==> src/rtl/core/pef_pkg.sv <==
package pef_pkg;

    // Field and register widths
    localparam int SampleW  = 16;
    localparam int EnvW     = 16;
    localparam int HoldW    = 17;
    localparam int PeriodW  = 16;
    localparam int FactorW  = 12;
    localparam int GainW    = 12;
    localparam int MulBW    = 12;
    localparam int ProdW    = EnvW + MulBW;
    localparam int CfgIdxW  = 2;
    localparam int CfgDataW = 16;

    // Fixed-point shifts and output shaping
    localparam int DecayShift = 12;
    localparam int GainShift  = 8;
    localparam int ScaledW    = ProdW - GainShift;
    localparam int OutOffset  = 32767;
    localparam int OutClip    = 32767;
    localparam int SnapLimit  = 2;

    // Register reset values
    localparam logic [PeriodW-1:0] DecayPeriodRst = 16'd0;
    localparam logic [FactorW-1:0] DecayFactorRst = 12'd4000;
    localparam logic [GainW-1:0]   OutputGainRst  = 12'd256;

    // Register indexes
    typedef enum logic [CfgIdxW-1:0] {
        CFG_DECAY_PERIOD = 2'd0,
        CFG_DECAY_FACTOR = 2'd1,
        CFG_OUTPUT_GAIN  = 2'd2
    } cfg_idx_t;

    typedef struct packed {
        logic [PeriodW-1:0] decay_period;
        logic [FactorW-1:0] decay_factor;
        logic [GainW-1:0]   output_gain;
    } cfg_t;

    // Envelopes below the snap limit collapse to zero
    function automatic logic [EnvW-1:0] snap_env(input logic [EnvW-1:0] env);
        logic [EnvW-1:0] res;
        res = (env < EnvW'(SnapLimit)) ? '0 : env;
        return res;
    endfunction

endpackage

==> src/rtl/core/pef_sample_if.sv <==
interface pef_sample_if import pef_pkg::*; ();
    logic                      valid;
    logic                      ready;
    logic signed [SampleW-1:0] sample;

    modport source (output valid, output sample, input ready);
    modport sink   (input valid, input sample, output ready);
endinterface

==> src/rtl/core/pef_env_if.sv <==
interface pef_env_if import pef_pkg::*; ();
    logic                      valid;
    logic                      ready;
    logic signed [SampleW-1:0] envelope_out;

    modport source (output valid, output envelope_out, input ready);
    modport sink   (input valid, input envelope_out, output ready);
endinterface

==> src/rtl/core/peak_envelope_follower.sv <==
// A sample transaction moves the sequencer to the scale step, via the decay step on a decay;
// the result register loads there once the output register is free. A new sample is taken
// only back in idle. The single shared 16x12 multiplier is used once for the decay step and
// once for output scaling. One waiting result does not block the next sample; a second result
// holds in the scale step, with the input not ready, until the output register frees.
// Reset (rst_n, async, active low): envelope, hold count and output clear, registers reset.
module peak_envelope_follower import pef_pkg::*;
(
    input  logic                clk,
    input  logic                rst_n,
    pef_sample_if.sink          samples,
    pef_env_if.source           envelope,
    input  logic                cfg_we,
    input  logic [CfgIdxW-1:0]  cfg_index,
    input  logic [CfgDataW-1:0] cfg_wdata
);

    typedef enum logic [1:0] {
        ST_IDLE,
        ST_DECAY,
        ST_SCALE
    } state_t;

    state_t                    state_reg;
    logic [EnvW-1:0]           env_reg;
    logic [HoldW-1:0]          hold_reg;
    logic                      out_valid_reg;
    logic signed [SampleW-1:0] out_data_reg;

    cfg_t              cfg;
    logic [MulBW-1:0]  mul_b;
    logic [ProdW-1:0]  prod;
    logic [EnvW-1:0]   mag;
    logic              rising;
    logic              counting;
    logic [HoldW-1:0]  hold_inc;
    logic              decay_due;
    logic              accept;
    logic              out_free;
    logic [ScaledW-1:0] scaled;
    logic [SampleW-1:0] result;

    pef_cfg u_cfg (
        .clk       (clk),
        .rst_n     (rst_n),
        .cfg_we    (cfg_we),
        .cfg_index (cfg_index),
        .cfg_wdata (cfg_wdata),
        .cfg       (cfg)
    );

    // Multiplier operand: decay factor in the decay step, gain otherwise
    assign mul_b = (state_reg == ST_DECAY) ? MulBW'(cfg.decay_factor)
                                           : MulBW'(cfg.output_gain);

    pef_mul u_mul (
        .a    (env_reg),
        .b    (mul_b),
        .prod (prod)
    );

    // Sample magnitude, peak detect and hold counter
    assign mag       = samples.sample[SampleW-1] ? (~samples.sample + 16'd1)
                                                 : samples.sample;
    assign rising    = mag > env_reg;
    assign counting  = !rising && (env_reg != '0);
    assign hold_inc  = hold_reg + 17'd1;
    assign decay_due = counting && (hold_inc > HoldW'(cfg.decay_period));

    assign accept         = samples.valid && samples.ready;
    assign samples.ready  = (state_reg == ST_IDLE);
    assign out_free       = !out_valid_reg || envelope.ready;

    // Output scaling: drop gain fraction, remove offset, clip above
    assign scaled = prod[ProdW-1:GainShift];
    assign result = (scaled > ScaledW'(OutClip + OutOffset)) ? SampleW'(OutClip)
                  : SampleW'(scaled - ScaledW'(OutOffset));

    // Sequencer and registered output
    always_ff @(posedge clk or negedge rst_n)
    begin
        if (!rst_n)
        begin
            state_reg     <= ST_IDLE;
            env_reg       <= '0;
            hold_reg      <= '0;
            out_valid_reg <= 1'b0;
            out_data_reg  <= '0;
        end
        else
        begin
            // Output valid: set by the scale step, cleared by an output transaction
            if (state_reg == ST_SCALE && out_free)
            begin
                out_valid_reg <= 1'b1;
            end
            else if (envelope.valid && envelope.ready)
            begin
                out_valid_reg <= 1'b0;
            end
            case (state_reg)
                ST_IDLE:
                begin
                    if (accept)
                    begin
                        if (rising)
                        begin
                            env_reg   <= snap_env(mag);
                            state_reg <= ST_SCALE;
                        end
                        else if (decay_due)
                        begin
                            hold_reg  <= '0;
                            state_reg <= ST_DECAY;
                        end
                        else
                        begin
                            if (counting)
                            begin
                                hold_reg <= hold_inc;
                            end
                            state_reg <= ST_SCALE;
                        end
                    end
                end
                ST_DECAY:
                begin
                    env_reg   <= snap_env(prod[DecayShift +: EnvW]);
                    state_reg <= ST_SCALE;
                end
                ST_SCALE:
                begin
                    if (out_free)
                    begin
                        out_data_reg  <= $signed(result);
                        state_reg     <= ST_IDLE;
                    end
                end
                default: state_reg <= ST_IDLE;
            endcase
        end
    end

    assign envelope.valid        = out_valid_reg;
    assign envelope.envelope_out = out_data_reg;

endmodule

==> src/rtl/core/pef_cfg.sv <==
module pef_cfg import pef_pkg::*;
(
    input  logic                clk,
    input  logic                rst_n,
    input  logic                cfg_we,
    input  logic [CfgIdxW-1:0]  cfg_index,
    input  logic [CfgDataW-1:0] cfg_wdata,
    output cfg_t                cfg
);

    cfg_t cfg_reg;

    // Register file; writes beyond the list are dropped
    always_ff @(posedge clk or negedge rst_n)
    begin
        if (!rst_n)
        begin
            cfg_reg.decay_period <= DecayPeriodRst;
            cfg_reg.decay_factor <= DecayFactorRst;
            cfg_reg.output_gain  <= OutputGainRst;
        end
        else if (cfg_we)
        begin
            case (cfg_idx_t'(cfg_index))
                CFG_DECAY_PERIOD: cfg_reg.decay_period <= cfg_wdata[PeriodW-1:0];
                CFG_DECAY_FACTOR: cfg_reg.decay_factor <= cfg_wdata[FactorW-1:0];
                CFG_OUTPUT_GAIN:  cfg_reg.output_gain  <= cfg_wdata[GainW-1:0];
                default:          cfg_reg <= cfg_reg;
            endcase
        end
    end

    assign cfg = cfg_reg;

endmodule

==> src/rtl/core/pef_mul.sv <==
module pef_mul import pef_pkg::*;
(
    input  logic [EnvW-1:0]  a,
    input  logic [MulBW-1:0] b,
    output logic [ProdW-1:0] prod
);

    // Shared unsigned multiplier: decay step and output scaling
    assign prod = ProdW'(a) * ProdW'(b);

endmodule

==> src/flat_wrapper.sv <==
// flat-port wrapper written by rule: the top's interface ports become plain ports
module peak_envelope_follower_flat import pef_pkg::*;
  (clk, rst_n, cfg_we, cfg_index, cfg_wdata, samples_valid, samples_sample, samples_ready, envelope_valid, envelope_envelope_out, envelope_ready);
  pef_sample_if samples_i ();
  pef_env_if envelope_i ();
  input  logic clk;
  input  logic rst_n;
  input  logic cfg_we;
  input  logic [CfgIdxW-1:0] cfg_index;
  input  logic [CfgDataW-1:0] cfg_wdata;
  input wire logic [$bits(samples_i.valid)-1:0] samples_valid;
  input wire logic [$bits(samples_i.sample)-1:0] samples_sample;
  output wire logic [$bits(samples_i.ready)-1:0] samples_ready;
  output wire logic [$bits(envelope_i.valid)-1:0] envelope_valid;
  output wire logic [$bits(envelope_i.envelope_out)-1:0] envelope_envelope_out;
  input wire logic [$bits(envelope_i.ready)-1:0] envelope_ready;
  assign samples_i.valid = samples_valid;
  assign samples_i.sample = samples_sample;
  assign samples_ready = samples_i.ready;
  assign envelope_valid = envelope_i.valid;
  assign envelope_envelope_out = envelope_i.envelope_out;
  assign envelope_i.ready = envelope_ready;
  peak_envelope_follower u_core (.clk(clk), .rst_n(rst_n), .samples(samples_i), .envelope(envelope_i), .cfg_we(cfg_we), .cfg_index(cfg_index), .cfg_wdata(cfg_wdata));
endmodule
==> config.mk <==
export PLATFORM = sky130hd
export DESIGN_NAME = peak_envelope_follower_flat
export DESIGN_NICKNAME = d
export VERILOG_FILES = /design/src/rtl/core/pef_pkg.sv /design/src/rtl/core/pef_sample_if.sv /design/src/rtl/core/pef_env_if.sv /design/src/rtl/core/peak_envelope_follower.sv /design/src/rtl/core/pef_cfg.sv /design/src/rtl/core/pef_mul.sv /design/src/flat_wrapper.sv
export SDC_FILE = /design/constraint.sdc
export NUM_CORES = 1
export LEC_CHECK = 0
export BUFFER_PORTS_ARGS = -buffer_cell sky130_fd_sc_hd__buf_2
export CORE_ASPECT_RATIO = 1.5
export CORE_MARGIN = 2
export CORE_UTILIZATION = 59
export CTS_BUF_LIST = sky130_fd_sc_hd__clkbuf_4
export CTS_CLUSTER_SIZE = 25
export DETAILED_ROUTE_END_ITERATION = 7
export PLACE_DENSITY = 0.87
export SYNTH_ARGS = -nofsm -noshare
export SYNTH_HDL_FRONTEND = slang
export SYNTH_SLANG_ARGS = --single-unit
==> constraint.sdc <==
create_clock -name clk -period 6.9 [get_ports clk]
set_input_delay 0 -clock clk [delete_from_list [all_inputs] [get_ports clk]]
set_output_delay 0 -clock clk [all_outputs]
set_load 0.05 [all_outputs]
# == Yosys cells after proc, flatten, opt, wreduce, memory -nomap -nowiden ==
# Cells that the tools add are included.
# W data, S select, Z words.
# word_totals
regBits,92
in_bits,39
out_inout_bits,18
wordCells,64
# op_classes
add_sub_neg,3
n_mul,1
order_cmp,5
n_eq_ne,7
n_mux,17
bitwise_logic,2
reduce_logical,21
# ops
operator,n
$mux W16,6
$mux W17,2
$lt A16 B2 Y1 const B,2
$pmux W16 S2,1
$mul A16 B12 Y28,1
$gt A20 B16 Y1 const B,1
$add A17 B1 Y17 const B,1
$gt A17 B16 Y1,1
$add A16 B1 Y16 const B,1
$gt A16 B16 Y1,1
$not A16 Y16,1
$reduce_bool A16 Y1,1
$sub A16 B15 Y16 const B,1
$mux W12,1
$reduce_and A2 Y1,5
$mux W2,4
$pmux W2 S3,1
$reduce_bool A2 Y1,3
$logic_and A1 B1 Y1,5
$eq A2 B1 Y1 const B,2
$eq A2 B2 Y1 const B,2
$logic_not A2 Y1,2
$ne A2 B2 Y1 const B,2
$reduce_and A4 Y1,1
other kinds (6),8

# == Logic depth before layout (Yosys ltp) ==
# Gate-level depths: netlist of the first run.
# logic_depth
ltp_word,11
depth_mapped,29
mapped_depth_nobuf,26

# == Hierarchy ==
# A second synthesis of the first run with hierarchy kept.
# hier_totals
cells_unflattened,1385
hier_area_um2,12015.3
# modules_own_cells
mod,instances,cells_each,area_per_inst_um2
pef_mul,1,770,6291.0
peak_envelope_follower,1,529,4200.3
pef_cfg,1,86,1524.0

# == Worst setup path before layout of the first run ==
# OpenSTA, ideal clock, no wires.
# synth_path
path_type,register -> register
start,register u_core.state_reg[1]
end,"register u_core.out_data_reg[15], in the netlist u_core.envelope.envelope_out[15]"
t_arrival_ns,6.822
t_required_ns,6.810
path_slack_ns,-0.012
stages_incl_launch_ff,25
path_buffers,4
cell_sequence,dfrtp_1 nand2b_1 buf_6 clkbuf_1 mux2i_1 clkbuf_1 nor2_1 fa_1 fa_1 fa_1 fa_1 inv_1 fa_1 inv_1 ha_1 clkbuf_1 a21oi_1 o21ai_0 mux2i_1 o311ai_0 nor3_2 nand4_1 or2_4 or3_1 o221ai_1
# synth_via
elab_chain_len,5
elab_cells_between_ends,8
classes_between,add/sub: 1; mul: 1; order compare: 1; eq/ne: 2; mux: 2; reduce/logical: 1
# synth_lines
element,line_no,text
"start, declared",peak_envelope_follower.sv:24,state_t state_reg;
"start signal, assigned",peak_envelope_follower.sv:84,state_reg <= ST_IDLE;
"start signal, assigned",peak_envelope_follower.sv:109,state_reg <= ST_SCALE;
"start signal, assigned",peak_envelope_follower.sv:114,state_reg <= ST_DECAY;
$eq A2 B1 Y1,peak_envelope_follower.sv:53,assign mul_b = (state_reg == ST_DECAY) ? MulBW'(cfg.decay_factor)
$mux W12,peak_envelope_follower.sv:53,
$mul A16 B12 Y28,pef_mul.sv:9,assign prod = ProdW'(a) * ProdW'(b);
$sub A16 B15 Y16 or $gt A20 B16 Y1 (tied branches),"peak_envelope_follower.sv:77, peak_envelope_follower.sv:76",
$mux W16,peak_envelope_follower.sv:76,assign result = (scaled > ScaledW'(OutClip + OutOffset)) ? SampleW'(OutClip)
"end signal, assigned",peak_envelope_follower.sv:135,out_data_reg <= $signed(result);
"end, declared",peak_envelope_follower.sv:28,logic signed [SampleW-1:0] out_data_reg;
# Parallel ways exist; a longest one is shown, timed or not.
# A chain may end at the register's enable or synchronous reset.

# == Worst setup path in the final report of the first run ==
# Ends and elaborated chain as after synthesis.

==> out/metrics.csv, run 1 <==
metric,value,unit
routed wire length,34.6,mm
DIE WIDTH,120,um
r2r endpoint,u_core.envelope.envelope_out[15]$_DFFE_PN0P_,
maxcap violations,0,
#FFs+latches synth,92,
HPWL Detailed,26.5,mm
CTS tree,done,
fmax,149,MHz
RD Place Congestion,1.01,
Post-Route Skew,26.7,ps
core area,19900,um2
ant diodes,0,
launching point of the worst reg2reg path,u_core.state_reg[1]$_DFFE_PN0P_,
ys async rst share,1.00,
"worst slack, placed",-68.0,ps
CP Class,flip-flop to flip-flop,
mapped cell area,12000,um2
syn_nets,1675,
crit path capture type,flip-flop,
filler cell count,1502,
critical path arrival,7070,ps
Rows,63,
htree depth,3,
failing checks,negative hold slack,
worst slew pin tran,819,ps
reg2reg setup slack,180,ps
count of unique library cells instantiated by Yosys,81,
DR vias,10800,
vias in the first global route,11100,
number of vias per cell,6.13,
CP startpoint kind,flip-flop,
First-pass DRT Iterations,5,
sequential fraction of the synthesis area,0.193,
Remaining DRCs,0,
Area Overhead vs Synth,12.6,%
Routed Antenna Nets,0,
Die ar.,21500,um2
syn avg cell area,8.56,um2
post-layout util,0.679,
"commonest non-fill, non-tap cell in the layout",nand2_1,
top-level I/O count,57,
total track usage,0.327,
first-pass GRT wire length,54.5,mm
grt total ovfl,0,
clock sinks,92,
WL/cell,19.6,um
number of buffers created by CTS,9,
CTS Root Cell,clkbuf_4,
CP required,7260,ps
largest net degree at the start of global routing,60,
worst min-delay path class,input port to async pin,
Slew Limit Fails,0,
# setup viols final,0,
Final period util,0.973,
Starting Density,0.603,
initial antenna violation count,0,
status,finished with violations,
dominant synthesized flop cell,dfrtp_1,
fraction of layout cells with a size suffix above 1,0.150,
fin nets,1773,
IO buf count,56,
WHS,-3.15,ps
R2R cell count,23,
setup ws final,185,ps
Inst Count DP,1707,
Post-synth EDFFs,0,
final hold vios,3,
Skew-Pair Late Insertion Delay,460,ps
"commonest non-fill, non-tap cells in the layout","nand2_1 (245), inv_1 (215), fa_1 (138), nor2_1 (99), ha_1 (96)",
Longest Clk Path Bufs,2,
minimum clock period,6720,ps
Final Non-Filler Cells,1762,
CP max FO,17,
Die H,178,um
yosys warns,0,
RSZ-0062 raised after global routing,yes,
Worst slew margin,0.449,
Worst-path clk slew,160,ps
max reg flops,40,
drt first-iter violations,824,
Synth Instances,1399,
[cell usage after synthesis, types with 13 or more instances]
cell | instances | area [um2]
o21ai_0 | 41 | 205
nand4_1 | 23 | 144
clkbuf_1 | 52 | 195
inv_1 | 215 | 807
ha_1 | 98 | 1230
xnor2_1 | 34 | 298
xor2_1 | 17 | 149
nor2_1 | 101 | 379
nor4_1 | 13 | 81.3
a21oi_1 | 36 | 180
o22a_1 | 15 | 131
nand2_1 | 249 | 935
mux2_2 | 29 | 327
a31oi_1 | 16 | 100
nor3_1 | 14 | 70.1
nand3_1 | 18 | 90.1
and2_1 | 20 | 125
fa_1 | 139 | 2780
dfrtp_1 | 85 | 2130
[through the flow]
stage / area [um2] / hold WS (ps) / TNS, ps
6_report: 13500 / -3.15 / 0
5_1_grt: 13500 / 28.0 / -192
4_1_cts: 13200 / 3.66 / 0
3_5_place_dp: 12800 / -36.6 / -448
3_3_place_gp: 12800 / -37.2 / 0
2_1_floorplan: 12000 / -296 / 0
[layer usage]
layer  GRT usage  wire length, um
met4       0.223             2840
met1       0.367            11800
met5           0                0
met3      0.0323             2140
met2       0.582            17800
[layout make-up]
class | count | area [um2] | share of cell area
multi-input combinational | 1032 | 8800 | 0.653
clock inverter | 7 | 72.6 | 0.00538
clock buffer | 9 | 67.6 | 0.00501
timing repair buffer | 146 | 1090 | 0.0806
inverter | 216 | 812 | 0.0602
tap | 260 | 325 | 0.0241
sequential | 92 | 2310 | 0.172
[how the worst max path moves through the flow]
stage | to | slack [ps] | cells past startpoint | startpoint
6_report | u_core.envelope.envelope_out[15]$_DFFE_PN0P_ | 180 | 23 | u_core.state_reg[1]$_DFFE_PN0P_
5_1_grt | u_core.envelope.envelope_out[15]$_DFFE_PN0P_ | -70 | 23 | u_core.state_reg[0]$_DFFE_PN0P_
4_1_cts | u_core.envelope.envelope_out[15]$_DFFE_PN0P_ | 40 | 20 | u_core.state_reg[1]$_DFFE_PN0P_
3_5_place_dp | u_core.envelope.envelope_out[12]$_DFFE_PN0P_ | -70 | 21 | u_core.state_reg[0]$_DFFE_PN0P_
3_3_place_gp | u_core.envelope.envelope_out[12]$_DFFE_PN0P_ | 60 | 23 | u_core.state_reg[0]$_DFFE_PN0P_
2_1_floorplan | u_core.envelope.envelope_out[15]$_DFFE_PN0P_ | 130 | 24 | u_core.state_reg[1]$_DFFE_PN0P_
[cells by family after synthesis]
logic type	after synthesis	share of synthesized area
flip-flops	92	0.193
multiplexers	40	0.0379
AO/OA/AOI/OAI	201	0.115
adder cells (fa/ha/maj)	237	0.335
XOR/XNOR	51	0.0373
AND/OR/NAND/NOR	503	0.194
buffers and inverters	275	0.0877
[timing repair]
item	CTS	global route
endpoints found under the setup margin	8	18
cloned	0	3
hold buffers	22	0
buffers inserted	2	12
endpoints found under the hold margin	79	0
pin swaps	1	7
resized for setup	2	45
[worst max-delay path, cell delays in order (launching register included)]
cell      delay, ps
dfrtp_1         450
nand2b_4        170
buf_12          160
mux2i_4         300
buf_4           190
nor2_1           60
fa_1            490
fa_1            530
fa_1            520
fa_1            550
inv_1            60
fa_2            610
inv_1            50
ha_1            300
a21oi_1         220
o21ai_0         120
buf_4           160
mux2i_1         130
o311ai_0        170
nor3_2          280
nand4_1         200
or2_4           320
or3_1           370
o221ai_1        190
Power of run 1 is left out: the tool's default activity adds up to more than one toggle a clock period on the data nets, which glitch-free logic cannot reach.
==> inputs of run 2 (changes only) <==
- ABC_AREA: unset -> 1
==> run 2 against run 1 <==
Compared with the run above:
- critical endpoint is now u_core.envelope.envelope_out[3]$_DFFE_PN0P_
- clock skew rose by 9.6 ps
- sequential share of layout area shrank 0.18 points
- non-clock buffer count decreased by 26
- cell area up 1.0%
- global-route usage increased by 0.90 points
- the flow now finishes without violations
- critical path depth is 9 higher
- highest routed layer unchanged
- critical path type unchanged
- synthesized cell count grew 18%
- area after synthesis is 2.1% higher
- via count up 7.1%
==> out/metrics.csv, run 2 <==
metric,value,unit,change
fraction of layout cells with a size suffix above 1,0.139,,was 0.150
Rows,64,,was 63
worst slew pin tran,1220,ps,was 819 ps
status,"complete, no violations",,was finished with violations
final hold vios,0,,was 3
top-level I/O count,57,,unchanged
slowest CP cell,fa_2,,unchanged
max reg flops,40,,unchanged
First-pass DRT Iterations,6,,was 5
mapped cell area,12200,um2,was 12000 um2
dominant synthesized flop cell,dfrtp_1,,unchanged
# setup viols final,0,,unchanged
HPWL Detailed,28.3,mm,was 26.5 mm
grt total ovfl,0,,unchanged
Skew-Pair Late Insertion Delay,490,ps,was 460 ps
ys async rst share,1.00,,unchanged
Routed Antenna Nets,0,,unchanged
Post-synth EDFFs,0,,unchanged
CP startpoint kind,flip-flop,,unchanged
Starting Density,0.601,,was 0.603
Final period util,0.965,,was 0.973
vias in the first global route,11900,,was 11100
clock sinks,92,,unchanged
share of the synthesized area in the top cell type,0.228,,was 0.232
yosys warns,0,,unchanged
crit path capture type,flip-flop,,unchanged
most numerous cell in the Yosys netlist,nand2_1,,unchanged
CP Class,flip-flop to flip-flop,,unchanged
Synth Instances,1657,,was 1399
WHS,28.3,ps,was -3.15 ps
number of vias per cell,5.73,,was 6.13
count of unique library cells instantiated by Yosys,49,,was 81
family with the most delay on the worst path,adder cells,,unchanged
Post-synth top cells,"nand2_1 (388), inv_1 (329), nor2_1 (185), fa_1 (139), ha_1 (98)",,"was nand2_1 (249), inv_1 (215), fa_1 (139), nor2_1 (101), ha_1 (98)"
CTS Root Cell,clkbuf_4,,unchanged
WL/cell,18.0,um,was 19.6 um
"most used cell, CP",nand2_1,,was fa_1
critical path arrival,7080,ps,was 7070 ps
DR vias,11600,,was 10800
Remaining DRCs,0,,unchanged
syn avg cell area,7.38,um2,was 8.56 um2
filler cell count,1640,,was 1502
fmax,150,MHz,was 149 MHz
drt first-iter violations,1115,,was 824
CP max FO,14,,was 17
core area,20300,um2,was 19900 um2
worst min-delay path class,input port to flip-flop,,was input port to async pin
Worst slew margin,0.184,,was 0.449
"slowest stage delay, CP",620,ps,was 610 ps
"area leader, netlist",fa_1,,unchanged
RD Place Congestion,1.02,,was 1.01
largest net degree at the start of global routing,80,,was 60
minimum clock period,6660,ps,was 6720 ps
maxcap violations,0,,unchanged
sequential fraction of the synthesis area,0.189,,was 0.193
CP required,7320,ps,was 7260 ps
Slew Limit Fails,0,,unchanged
"commonest non-fill, non-tap cell in the layout",nand2_1,,unchanged
largest cells by area after synthesis,"fa_1 (23%), dfrtp_1 (17%), nand2_1 (12%), inv_1 (10%), ha_1 (10%)",,"was fa_1 (23%), dfrtp_1 (18%), ha_1 (10%), nand2_1 (7.8%), inv_1 (6.7%)"
Worst-path clk slew,200,ps,was 160 ps
htree depth,3,,unchanged
initial antenna violation count,1,,was 0
fin nets,2023,,was 1773
WP depth,32,,was 23
IO buf count,56,,unchanged
Cells on Worst Hold Path,4,,
total track usage,0.336,,was 0.327
CTS tree,done,,unchanged
first-pass GRT wire length,57.2,mm,was 54.5 mm
syn_nets,1933,,was 1675
"commonest non-fill, non-tap cells in the layout","nand2_1 (382), inv_1 (321), nor2_1 (181), fa_1 (135), ha_1 (91)",,"was nand2_1 (245), inv_1 (215), fa_1 (138), nor2_1 (99), ha_1 (96)"
number of buffers created by CTS,9,,unchanged
Area Overhead vs Synth,11.4,%,was 12.6%
Die ar.,21900,um2,was 21500 um2
Die H,180,um,was 178 um
routed wire length,36.4,mm,was 34.6 mm
#FFs+latches synth,92,,unchanged
DIE WIDTH,122,um,was 120 um
Post-Route Skew,36.2,ps,was 26.7 ps
Longest Clk Path Bufs,2,,unchanged
R2R cell count,32,,was 23
worst path bufs/invs,7,,was 5
## run 2: cell count changes after synthesis, moves of 11 or more
cell,delta
nand2_1,+139
inv_1,+114
nor2_1,+84
o21ai_0,+47
nand3_1,+43
xnor2_1,-30
mux2_2,-29
nand2_2,+22
and2_1,-19
o22a_1,-15
clkbuf_1,-14
a31oi_1,-13
nand2b_1,-11
or3_1,-11
## run 2: kinds of logic (layout without fill, tap and decap cells)
family,Yosys count,count (layout),share of synthesized area
AO/OA/AOI/OAI,178,178,0.0820
XOR/XNOR,34,34,0.0262
adder cells (fa/ha/maj),237,237,0.328
buffers and inverters,383,478,0.119
flip-flops,92,92,0.189
other,0,1,0
AND/OR/NAND/NOR,733,733,0.256
## run 2: final cells by class
| class | count | area [um2] | area share |
|---|---|---|---|
| repair buffers | 120 | 858 | 0.0630 |
| multi-input cells | 1182 | 8670 | 0.637 |
| well taps | 264 | 330 | 0.0243 |
| clock buffers | 9 | 67.6 | 0.00496 |
| inverters | 339 | 1280 | 0.0937 |
| diodes | 1 | 2.50 | 0.000184 |
| repair inverters | 3 | 22.5 | 0.00165 |
| flip-flops and latches | 92 | 2310 | 0.170 |
| clock inverters | 7 | 76.3 | 0.00561 |
## run 2: routing by layer
| layer | global-route usage | share of wire | up-vias |
|---|---|---|---|
| met5 | 0 | 0 | - |
| met4 | 0.265 | 0.096 | 0 |
| met3 | 0.0396 | 0.067 | 204 |
| met2 | 0.583 | 0.50 | 614 |
| met1 | 0.363 | 0.34 | 5502 |
| li1 | - | - | 5235 |
## run 2: path summary, 6_finish.rpt
check                      slack (ps)                                           end                             from
max                               240   u_core.envelope.envelope_out[3]$_DFFE_PN0P_  u_core.state_reg[1]$_DFFE_PN0P_
min                                30                u_core.env_reg[13]$_DFFE_PN0P_               samples_sample[13]
max reg2reg                       240   u_core.envelope.envelope_out[3]$_DFFE_PN0P_  u_core.state_reg[1]$_DFFE_PN0P_
min reg2reg                       500               u_core.u_cfg.cfg[3]$_DFFE_PN0P_  u_core.u_cfg.cfg[3]$_DFFE_PN0P_
max in group asynchronous        5910                u_core.env_reg[11]$_DFFE_PN0P_                            rst_n
min in group asynchronous         310  u_core.envelope.envelope_out[13]$_DFFE_PN0P_                            rst_n
## run 2: worst reg2reg max path, delay by kind of cell, from the launching register on
| kind | cells | cell delay [ps] |
|---|---|---|
| adders and majority gates | 6 | 3080 |
| and+or+nand+nor | 17 | 2160 |
| buffers and inverters | 7 | 760 |
| DFF | 1 | 430 |
| AOI/OAI and AO/OA | 2 | 190 |
## run 2: timing repair
item,in CTS,in global routing
hold buffers,20,0
gates cloned,0,5
gates resized for setup,4,67
buffers inserted,1,20
setup endpoints to repair,16,18
hold endpoints to repair,125,0
pin swaps,1,5
## run 2: per-stage QoR
stage	std cells	utilization	area [um2]	setup slack (ps)	TNS (ps)
after floorplan	1657	-	12200	632	0
after global placement	1954	0.631	12800	54.0	0
after detailed placement	1954	0.631	12800	-144	-1640
after CTS	1991	0.650	13200	37.4	0
after global routing	2017	0.669	13600	-61.2	-290
final	2017	0.669	13600	240	0
Power of run 2 is left out for the same reason.
